$ cat src/design/bse_pkg.sv
// Shared constants, opcodes and bit search functions for the bitmap set engine.
`default_nettype none

package bse_pkg;

    // Defaults for the top-level parameters.
    localparam int DEF_MAX_ELEMENT = 1024;
    localparam int DEF_WORD_BITS   = 32;

    // Fixed field widths.
    localparam int OP_W     = 4;
    localparam int ELEM_W   = 11;
    localparam int FOUND_W  = 11;
    localparam int HOLDER_W = 2;

    // Widest word the bit search functions handle, and the width of a bit index in it.
    localparam int MAX_WORD_W = 64;
    localparam int BIT_IDX_W  = 7;

    // Fixed-point shift used for the reciprocal that splits an element into word and bit.
    localparam int RECIP_SHIFT = 20;

    localparam logic [OP_W-1:0] OP_INSERT    = 4'd0;
    localparam logic [OP_W-1:0] OP_DELETE    = 4'd1;
    localparam logic [OP_W-1:0] OP_MEMBER    = 4'd2;
    localparam logic [OP_W-1:0] OP_MIN       = 4'd3;
    localparam logic [OP_W-1:0] OP_MAX       = 4'd4;
    localparam logic [OP_W-1:0] OP_UNION     = 4'd5;
    localparam logic [OP_W-1:0] OP_INTERSECT = 4'd6;
    localparam logic [OP_W-1:0] OP_DIFF      = 4'd7;
    localparam logic [OP_W-1:0] OP_EQUAL     = 4'd8;
    localparam logic [OP_W-1:0] OP_COPY      = 4'd9;
    localparam logic [OP_W-1:0] OP_FIND      = 4'd10;

    localparam logic [HOLDER_W-1:0] HOLD_NONE = 2'd0;
    localparam logic [HOLDER_W-1:0] HOLD_A    = 2'd1;
    localparam logic [HOLDER_W-1:0] HOLD_B    = 2'd2;

    // Index of the highest set bit; zero for an empty word.
    function automatic logic [BIT_IDX_W-1:0] hi_bit(input logic [MAX_WORD_W-1:0] w);
        logic [BIT_IDX_W-1:0] pos;
        pos = '0;
        for (int i = 0; i < MAX_WORD_W; i++)
        begin
            if (w[i])
            begin
                pos = BIT_IDX_W'(i);
            end
        end
        return pos;
    endfunction

    // Index of the lowest set bit; zero for an empty word.
    function automatic logic [BIT_IDX_W-1:0] lo_bit(input logic [MAX_WORD_W-1:0] w);
        logic [BIT_IDX_W-1:0] pos;
        pos = '0;
        for (int i = MAX_WORD_W - 1; i >= 0; i--)
        begin
            if (w[i])
            begin
                pos = BIT_IDX_W'(i);
            end
        end
        return pos;
    endfunction

endpackage

`default_nettype wire

$ cat src/design/bse_ram.sv
// Generic simple dual-port RAM with one write port and one registered read port.
`default_nettype none

module bse_ram #(
    parameter int WIDTH = 32,
    parameter int DEPTH = 32,
    parameter int AW    = (DEPTH > 1) ? $clog2(DEPTH) : 1
)(
    input  wire logic             clk,
    input  wire logic             wr_en,
    input  wire logic [AW-1:0]    wr_addr,
    input  wire logic [WIDTH-1:0] wr_data,
    input  wire logic             rd_en,
    input  wire logic [AW-1:0]    rd_addr,
    output logic      [WIDTH-1:0] rd_data
);

    logic [WIDTH-1:0] mem_reg [DEPTH];
    logic [WIDTH-1:0] rd_data_reg;

    always_ff @(posedge clk)
    begin
        if (wr_en)
        begin
            mem_reg[wr_addr] <= wr_data;
        end
        if (rd_en)
        begin
            rd_data_reg <= mem_reg[rd_addr];
        end
    end

    assign rd_data = rd_data_reg;

endmodule

`default_nettype wire

$ cat src/design/bitmap_set_engine.sv
// Top level of the bitmap set engine: two bitmap sets kept in word memories.
`default_nettype none

// Channel   Handshake              Payload
// --------  ---------------------  ------------------------------------------
// request   req_valid / req_stall  opcode, target_set, element
// response  rsp_valid / rsp_stall  found_value, answer_flag, holder, status
//
// An element operation (insert, delete, member, find) passes from acceptance
// through ST_DIV, ST_RD, ST_MOD and ST_DONE to the result register: split the
// element, read, then modify and write (insert and delete only). Set-wide
// operations and min/max walk all NWORDS words, one word per cycle through the
// read port. Bad elements and unused opcodes go straight to ST_DONE.
// After reset both memories are cleared, one word per cycle, while req_stall
// stays high. The result sits in an output register; a stalled response holds
// the engine in its final state until the register is taken.

module bitmap_set_engine
    import bse_pkg::*;
#(
    parameter int MAX_ELEMENT = DEF_MAX_ELEMENT,
    parameter int WORD_BITS   = DEF_WORD_BITS
)(
    input  wire logic                clk,
    input  wire logic                rst_n,

    input  wire logic                req_valid,
    output logic                     req_stall,
    input  wire logic [OP_W-1:0]     opcode,
    input  wire logic                target_set,
    input  wire logic [ELEM_W-1:0]   element,

    output logic                     rsp_valid,
    input  wire logic                rsp_stall,
    output logic [FOUND_W-1:0]       found_value,
    output logic                     answer_flag,
    output logic [HOLDER_W-1:0]      holder,
    output logic                     status
);

    // Memory geometry.
    localparam int NWORDS = (MAX_ELEMENT + WORD_BITS - 1) / WORD_BITS;
    localparam int LAST   = NWORDS - 1;
    localparam int AW     = (NWORDS > 1) ? $clog2(NWORDS) : 1;
    localparam int CW     = $clog2(NWORDS + 1);
    localparam int BW     = $clog2(WORD_BITS);
    localparam int CALC_W = $clog2(NWORDS * WORD_BITS + 1);

    // Reciprocal of WORD_BITS, rounded up; exact for every 11-bit element.
    localparam int RECIP = (2 ** RECIP_SHIFT + WORD_BITS - 1) / WORD_BITS;

    // Sequencer states.
    localparam logic [2:0] ST_CLEAR = 3'd0;
    localparam logic [2:0] ST_IDLE  = 3'd1;
    localparam logic [2:0] ST_DIV   = 3'd2;
    localparam logic [2:0] ST_RD    = 3'd3;
    localparam logic [2:0] ST_MOD   = 3'd4;
    localparam logic [2:0] ST_WALK  = 3'd5;
    localparam logic [2:0] ST_DONE  = 3'd6;

    // Control registers.
    logic [2:0]           state_reg, state_next;
    logic [CW-1:0]        cnt_reg, cnt_next;
    logic                 dv_reg, dv_next;
    logic                 dlast_reg, dlast_next;
    logic                 rsp_valid_reg, rsp_valid_next;

    // Payload registers.
    logic [OP_W-1:0]      op_reg, op_next;
    logic                 tset_reg, tset_next;
    logic [ELEM_W-1:0]    elem_reg, elem_next;
    logic                 bad_reg, bad_next;
    logic [ELEM_W-1:0]    q_reg, q_next;
    logic [WORD_BITS-1:0] mask_reg, mask_next;
    logic [AW-1:0]        didx_reg, didx_next;
    logic [FOUND_W-1:0]   res_found_reg, res_found_next;
    logic                 res_flag_reg, res_flag_next;
    logic [HOLDER_W-1:0]  res_holder_reg, res_holder_next;
    logic [FOUND_W-1:0]   found_value_reg, found_value_next;
    logic                 answer_flag_reg, answer_flag_next;
    logic [HOLDER_W-1:0]  holder_reg, holder_next;
    logic                 status_reg, status_next;

    // Memory ports.
    logic                 wr_en_a, wr_en_b;
    logic [AW-1:0]        wr_addr;
    logic [WORD_BITS-1:0] wr_data_a, wr_data_b;
    logic                 rd_en;
    logic [AW-1:0]        rd_addr;
    logic [WORD_BITS-1:0] rd_data_a, rd_data_b;

    // Datapath helpers.
    logic                 needs_elem;
    logic                 elem_bad;
    logic [ELEM_W-1:0]    k_val;
    logic [31:0]          recip_prod;
    logic [ELEM_W-1:0]    rem_val;
    logic [BW-1:0]        bit_shift;
    logic [AW-1:0]        q_addr;
    logic [AW-1:0]        walk_addr;
    logic                 walk_issue;
    logic [WORD_BITS-1:0] t_word;
    logic [BIT_IDX_W-1:0] bit_pos;
    logic [CALC_W-1:0]    found_calc;
    logic                 a_hit, b_hit;
    logic                 rsp_free;

    bse_ram #(
        .WIDTH (WORD_BITS),
        .DEPTH (NWORDS),
        .AW    (AW)
    ) u_ram_a (
        .clk     (clk),
        .wr_en   (wr_en_a),
        .wr_addr (wr_addr),
        .wr_data (wr_data_a),
        .rd_en   (rd_en),
        .rd_addr (rd_addr),
        .rd_data (rd_data_a)
    );

    bse_ram #(
        .WIDTH (WORD_BITS),
        .DEPTH (NWORDS),
        .AW    (AW)
    ) u_ram_b (
        .clk     (clk),
        .wr_en   (wr_en_b),
        .wr_addr (wr_addr),
        .wr_data (wr_data_b),
        .rd_en   (rd_en),
        .rd_addr (rd_addr),
        .rd_data (rd_data_b)
    );

    // Only insert, delete, member and find look at the element field.
    assign needs_elem = (opcode == OP_INSERT) || (opcode == OP_DELETE) ||
                        (opcode == OP_MEMBER) || (opcode == OP_FIND);
    assign elem_bad   = needs_elem &&
                        ((element == '0) || (32'(element) > MAX_ELEMENT));

    // Element e lives in word (e-1)/WORD_BITS, counted from the top bit of the word.
    // The quotient comes from a reciprocal multiply, the remainder in the following cycle from the registered quotient.
    assign k_val      = elem_reg - ELEM_W'(1);
    assign recip_prod = 32'(k_val) * 32'(RECIP);
    assign rem_val    = k_val - ELEM_W'(32'(q_reg) * 32'(WORD_BITS));
    assign bit_shift  = BW'(WORD_BITS - 1) - BW'(rem_val);
    assign q_addr     = AW'(q_reg);

    // Max walks the words from the top down so the first hit is the answer.
    assign walk_issue = (cnt_reg < CW'(NWORDS));
    assign walk_addr  = (op_reg == OP_MAX) ? (AW'(LAST) - cnt_reg[AW-1:0])
                                           : cnt_reg[AW-1:0];

    assign t_word = tset_reg ? rd_data_b : rd_data_a;
    assign a_hit  = |(rd_data_a & mask_reg);
    assign b_hit  = |(rd_data_b & mask_reg);

    // The smallest member is the highest set bit of the first nonzero word,
    // the largest is the lowest set bit of the last one; both give the same formula.
    assign bit_pos    = (op_reg == OP_MIN) ? hi_bit(MAX_WORD_W'(t_word))
                                           : lo_bit(MAX_WORD_W'(t_word));
    assign found_calc = CALC_W'(didx_reg) * CALC_W'(WORD_BITS) + CALC_W'(WORD_BITS)
                        - CALC_W'(bit_pos);

    assign rsp_free  = !rsp_valid_reg || !rsp_stall;
    assign req_stall = (state_reg != ST_IDLE);

    // Memory control.
    always_comb
    begin
        wr_en_a   = 1'b0;
        wr_en_b   = 1'b0;
        wr_addr   = didx_reg;
        wr_data_a = '0;
        wr_data_b = '0;
        rd_en     = 1'b0;
        rd_addr   = walk_addr;

        unique case (state_reg)
            ST_CLEAR:
            begin
                wr_en_a = 1'b1;
                wr_en_b = 1'b1;
                wr_addr = cnt_reg[AW-1:0];
            end
            ST_RD:
            begin
                rd_en   = 1'b1;
                rd_addr = q_addr;
            end
            ST_MOD:
            begin
                wr_addr = q_addr;
                if ((op_reg == OP_INSERT) || (op_reg == OP_DELETE))
                begin
                    wr_en_a = !tset_reg;
                    wr_en_b = tset_reg;
                end
                if (op_reg == OP_INSERT)
                begin
                    wr_data_a = rd_data_a | mask_reg;
                    wr_data_b = rd_data_b | mask_reg;
                end
                else
                begin
                    wr_data_a = rd_data_a & ~mask_reg;
                    wr_data_b = rd_data_b & ~mask_reg;
                end
            end
            ST_WALK:
            begin
                rd_en = walk_issue;
                // Write-back lands one word behind the read, so it never hits the
                // entry being read in the same cycle.
                if (dv_reg)
                begin
                    unique case (op_reg)
                        OP_UNION:
                        begin
                            wr_en_a   = 1'b1;
                            wr_data_a = rd_data_a | rd_data_b;
                        end
                        OP_INTERSECT:
                        begin
                            wr_en_a   = 1'b1;
                            wr_data_a = rd_data_a & rd_data_b;
                        end
                        OP_DIFF:
                        begin
                            wr_en_a   = 1'b1;
                            wr_data_a = rd_data_a & ~rd_data_b;
                        end
                        OP_COPY:
                        begin
                            wr_en_a   = 1'b1;
                            wr_data_a = rd_data_b;
                        end
                        default:
                        begin
                            wr_en_a = 1'b0;
                        end
                    endcase
                end
            end
            default:
            begin
                rd_en = 1'b0;
            end
        endcase
    end

    // Sequencer and result collection.
    always_comb
    begin
        state_next       = state_reg;
        cnt_next         = cnt_reg;
        dv_next          = 1'b0;
        dlast_next       = 1'b0;
        rsp_valid_next   = rsp_valid_reg;
        op_next          = op_reg;
        tset_next        = tset_reg;
        elem_next        = elem_reg;
        bad_next         = bad_reg;
        q_next           = q_reg;
        mask_next        = mask_reg;
        didx_next        = didx_reg;
        res_found_next   = res_found_reg;
        res_flag_next    = res_flag_reg;
        res_holder_next  = res_holder_reg;
        found_value_next = found_value_reg;
        answer_flag_next = answer_flag_reg;
        holder_next      = holder_reg;
        status_next      = status_reg;

        if (rsp_valid_reg && !rsp_stall)
        begin
            rsp_valid_next = 1'b0;
        end

        unique case (state_reg)
            ST_CLEAR:
            begin
                if (cnt_reg == CW'(LAST))
                begin
                    cnt_next   = '0;
                    state_next = ST_IDLE;
                end
                else
                begin
                    cnt_next = cnt_reg + CW'(1);
                end
            end
            ST_IDLE:
            begin
                if (req_valid)
                begin
                    op_next         = opcode;
                    tset_next       = target_set;
                    elem_next       = element;
                    bad_next        = elem_bad;
                    cnt_next        = '0;
                    res_found_next  = '0;
                    res_flag_next   = (opcode == OP_EQUAL);
                    res_holder_next = HOLD_NONE;
                    if (elem_bad)
                    begin
                        state_next = ST_DONE;
                    end
                    else if (needs_elem)
                    begin
                        state_next = ST_DIV;
                    end
                    else if ((opcode >= OP_MIN) && (opcode <= OP_COPY))
                    begin
                        state_next = ST_WALK;
                    end
                    else
                    begin
                        state_next = ST_DONE;
                    end
                end
            end
            ST_DIV:
            begin
                q_next     = ELEM_W'(recip_prod >> RECIP_SHIFT);
                state_next = ST_RD;
            end
            ST_RD:
            begin
                mask_next  = WORD_BITS'(1) << bit_shift;
                state_next = ST_MOD;
            end
            ST_MOD:
            begin
                if (op_reg == OP_MEMBER)
                begin
                    res_flag_next = tset_reg ? b_hit : a_hit;
                end
                if (op_reg == OP_FIND)
                begin
                    if (a_hit)
                    begin
                        res_holder_next = HOLD_A;
                    end
                    else if (b_hit)
                    begin
                        res_holder_next = HOLD_B;
                    end
                end
                state_next = ST_DONE;
            end
            ST_WALK:
            begin
                if (walk_issue)
                begin
                    cnt_next   = cnt_reg + CW'(1);
                    dv_next    = 1'b1;
                    didx_next  = walk_addr;
                    dlast_next = (cnt_reg == CW'(LAST));
                end
                if (dv_reg)
                begin
                    if ((op_reg == OP_EQUAL) && (rd_data_a != rd_data_b))
                    begin
                        res_flag_next = 1'b0;
                    end
                    if (((op_reg == OP_MIN) || (op_reg == OP_MAX)) &&
                        !res_flag_reg && (t_word != '0))
                    begin
                        res_flag_next  = 1'b1;
                        res_found_next = FOUND_W'(found_calc);
                    end
                    if (dlast_reg)
                    begin
                        state_next = ST_DONE;
                    end
                end
            end
            ST_DONE:
            begin
                if (rsp_free)
                begin
                    rsp_valid_next   = 1'b1;
                    found_value_next = res_found_reg;
                    answer_flag_next = res_flag_reg;
                    holder_next      = res_holder_reg;
                    status_next      = bad_reg;
                    state_next       = ST_IDLE;
                end
            end
            default:
            begin
                state_next = ST_IDLE;
            end
        endcase
    end

    always_ff @(posedge clk or negedge rst_n)
    begin
        if (!rst_n)
        begin
            state_reg     <= ST_CLEAR;
            cnt_reg       <= '0;
            dv_reg        <= 1'b0;
            dlast_reg     <= 1'b0;
            rsp_valid_reg <= 1'b0;
        end
        else
        begin
            state_reg     <= state_next;
            cnt_reg       <= cnt_next;
            dv_reg        <= dv_next;
            dlast_reg     <= dlast_next;
            rsp_valid_reg <= rsp_valid_next;
        end
    end

    always_ff @(posedge clk)
    begin
        op_reg          <= op_next;
        tset_reg        <= tset_next;
        elem_reg        <= elem_next;
        bad_reg         <= bad_next;
        q_reg           <= q_next;
        mask_reg        <= mask_next;
        didx_reg        <= didx_next;
        res_found_reg   <= res_found_next;
        res_flag_reg    <= res_flag_next;
        res_holder_reg  <= res_holder_next;
        found_value_reg <= found_value_next;
        answer_flag_reg <= answer_flag_next;
        holder_reg      <= holder_next;
        status_reg      <= status_next;
    end

    assign rsp_valid   = rsp_valid_reg;
    assign found_value = found_value_reg;
    assign answer_flag = answer_flag_reg;
    assign holder      = holder_reg;
    assign status      = status_reg;

endmodule

`default_nettype wire
$ cat config.mk
export PLATFORM = sky130hd
export DESIGN_NAME = bitmap_set_engine
export DESIGN_NICKNAME = d
export VERILOG_FILES = /design/src/design/bse_pkg.sv /design/src/design/bse_ram.sv /design/src/design/bitmap_set_engine.sv
export SDC_FILE = /design/constraint.sdc
export NUM_CORES = 2
export LEC_CHECK = 0
export BUFFER_PORTS_ARGS = -buffer_cell sky130_fd_sc_hd__buf_2
export CAP_MARGIN = 25
export CORE_ASPECT_RATIO = 0.9
export CORE_MARGIN = 8
export CORE_UTILIZATION = 57
export CTS_CLUSTER_DIAMETER = 100
export CTS_CLUSTER_SIZE = 8
export DETAILED_ROUTE_END_ITERATION = 16
export HOLD_SLACK_MARGIN = 0.05
export PLACE_DENSITY = 0.77
export SYNTH_ARGS = -nofsm -noshare
export SYNTH_HDL_FRONTEND = slang
export SYNTH_SLANG_ARGS = --single-unit
$ cat constraint.sdc
create_clock -name clk -period 6.48 [get_ports clk]
set_input_delay 0.972 -clock clk [delete_from_list [all_inputs] [get_ports clk]]
set_output_delay 0.972 -clock clk [all_outputs]
set_load 0.01 [all_outputs]
==> results.py <==
metrics = {
    "drt": {
        "wl_per_cell_um": 30.1,
        "viasPerCell": 6.77,
        "drtIter0Drc": 9782,
        "post-route-drc-count": 0,
        "route.vias.total": 58400,
        "drt-total-wl_mm": 260,
        "ant_nets": 0,
        "dr.pass1.iters": 6,
    },
    "placement": {
        "dp_hpwl_mm": 147,
        "gp_congestion": 0.948,
        "placed_cells": 8231,
        "port_buffers": 36,
    },
    "sta": {
        "max_freq_mhz": 200,
        "hold_viol": 0,
        "period_share_pct": 77.0,
        "drv_slew": 0,
        "worst_pin_slew_ps": 1130,
        "whs_ps": 293,
        "setup_total_negative_slack_ps": 0,
        "min_period_ps": 4990,
        "rsz0062_at_grt": "false",
        "finalSetupViolCount": 0,
        "fin_worst_skew_ps": 60.1,
        "relSlewSlack_pct": 24.3,
    },
    "logic_synthesis": {
        "synth_cell_types": 71,
        "synth_area_um2": 90300,
        "ys_ff_latch": 2211,
        "synth.largest_area_cell": "edfxtp_1",
        "avgSynthCellArea_um2": 14.4,
        "seq_area_frac_synth_pct": 73.5,
        "synth_top_area_share_pct": 73.2,
        "postSynthCellCount": 6261,
        "synth_ff_type": "edfxtp_1",
        "ys_warn_count": 0,
        "synth_nets": 6321,
        "synth_area_leaders": "edfxtp_1 73%, mux2i_1 8.0%, nand2_1 5.2%, nand3_1 2.9%, a32oi_1 1.9%",
        "synth_edf_count": 2199,
        "ys_async_sr_fraction_pct": 0.543,
    },
    "cts": {
        "htreeDepth": 5,
        "clock_latency_ps": 940,
        "cts_setup_buffers": 0,
        "clock-root-buffer": "clkbuf_16",
        "cts.sinks": 2211,
        "cts_tree": "done",
        "clockBufferDepth": 4,
        "numCtsBuffers": 326,
        "clk_pin_slew_worst_paths_ps": 60,
    },
    "global_routing": {
        "grt_max_degree": 121,
        "antenna_found_initial": 7,
        "track_usage_pct": 29.1,
        "grt_overflow": 0,
        "grt_first_pass_wirelength_mm": 374,
        "grt_pass1_vias": 56100,
    },
    "pwr": {
        "irDropWorstVdd_v": 0.000602,
        "power.density_nw_per_um2": 483,
        "p_leak_nw": 35.4,
    },
    "final_layout": {
        "fin_cells": 8621,
        "syn_to_final_growth_pct": 14.4,
        "drive_above_1_share_pct": 11.5,
        "nNetsFinal": 6535,
        "utilization_pct": 65.7,
    },
    "floorplan": {
        "rows": 138,
        "die_x_um": 435,
        "die-area_um2": 171000,
        "coreArea_um2": 157000,
        "ios": 37,
        "fp.dieH_um": 394,
        "start_util_pct": 57.4,
    },
    "worst_hold_path": {
        "worstHoldPathType": "in -> reg",
    },
    "critical_path": {
        "crit_fanout": 42,
        "cp-end-kind": "register",
        "worstSetupStartpointType": "register",
        "arrival_ps": 5740,
        "worstSetupPathType": "reg -> reg",
        "required_ps": 7230,
    },
    "run_status": {
        "status": "finished, final reports clean",
    },
    "flow_run": {
        "cap_violations": 0,
    },
}
-- worst max-delay path, cell delays in order (launching register included) --
cell and delay (ps):
dfrtp_1 710, nand3b_1 870, mux2i_1 750, nand2_1 260
nor2_4 790, buf_4 950, a32oi_1 270, nand4_1 170
-- where the power goes --
group / leakage (nW) / internal [mW] / switching [mW] / total [mW]
clock: 4.18 / 9.06 / 5.54 / 14.6
combinational: 11.4 / 5.15 / 11.4 / 16.5
sequential: 19.8 / 17.4 / 1.37 / 18.7
-- cell usage in the layout (no fill, tap or decap), drive strengths merged, types with 66 or more instances in the layout --
cell type,count
a21oi,74
nor2,208
inv,82
buf,264
mux2i,717
a32oi,193
edfxtp,2199
clkbuf,363
nand2,1256
nand4,138
nand3,526
o2111ai,66
-- worst paths after layout --
kind | endpoint | cells past startpoint | start | slack (ps)
worst max-delay path | u_ram_b.rd_data[11]$_DFFE_PP_ | 7 | state_reg[2]$_DFFE_PN0P_ | 1490
worst min-delay path | op_reg[0]$_DFFE_PP_ | 1 | opcode[0] | 290
worst max register to register | u_ram_b.rd_data[11]$_DFFE_PP_ | 7 | state_reg[2]$_DFFE_PN0P_ | 1490
worst min register to register | found_value[9]$_DFFE_PP_ | 0 | res_found_reg[9]$_SDFFCE_PN0P_ | 410
max in group asynchronous | cnt_reg[3]$_DFFE_PN0P_ | 2 | rst_n | 5720
min in group asynchronous | cnt_reg[0]$_DFFE_PN0P_ | 2 | rst_n | 500
-- cell families after synthesis --
family | share of synthesized area, %
compound gates | 4.78
xor+xnor | 0.175
fa+ha+maj | 0.554
buf+inv | 2.16
flops | 73.5
mux | 7.99
simple gates | 10.9
-- per-layer routing --
metal	vias up	global-route usage (%)	routed length [µm]
met5	-	0	0
met4	0	13.4	13400
met3	855	7.33	34800
met2	4671	43.4	115000
met1	28700	40.6	96000
li1	24200	-	-
-- per-stage QoR --
step	power, mW	worst slack, ps	instance area, µm²
after floorplan	28.9	354	90300
after global placement	34.4	1770	94000
after detailed placement	34.8	1740	94400
after CTS	49.4	1720	103000
after global routing	51.3	1410	103000
final	49.9	1490	103000
-- synthesized netlist by cell type, types with 8 or more instances --
library cell     n
o32ai_1         33
nor3_1          24
o2111ai_1       66
o21ai_0         55
a32oi_1        193
nor2_1         206
edfxtp_1      2199
buf_1           17
nand2_1       1256
mux2i_1        717
or3_1            8
nor3b_1         18
nand2b_1        15
a21oi_1         72
nand4_1        138
nor4_1          16
ha_1            40
buf_4           15
a22oi_1         21
nand3_1        526
clkbuf_1       212
xnor2_1         11
buf_2          134
o22ai_1         40
a21o_1           9
inv_1           79
dfrtp_1         12
-- timing repair --
action                                 CTS  global route
endpoints found under the hold margin   12             0
resized for setup                        0             0
hold buffers                             1             0
-- cell type report --
cell class,instances,area (µm²)
Antenna cell,6,15.0
Sequential cell,2211,66300
Timing Repair Buffer,265,2630
Multi-Input combinational cell,3592,22900
Tap cell,2100,2630
Fill cell,10200,54000
Inverter,79,297
Clock buffer,363,8470
Clock inverter,5,72.6
Power figures use the tool's default switching activity.
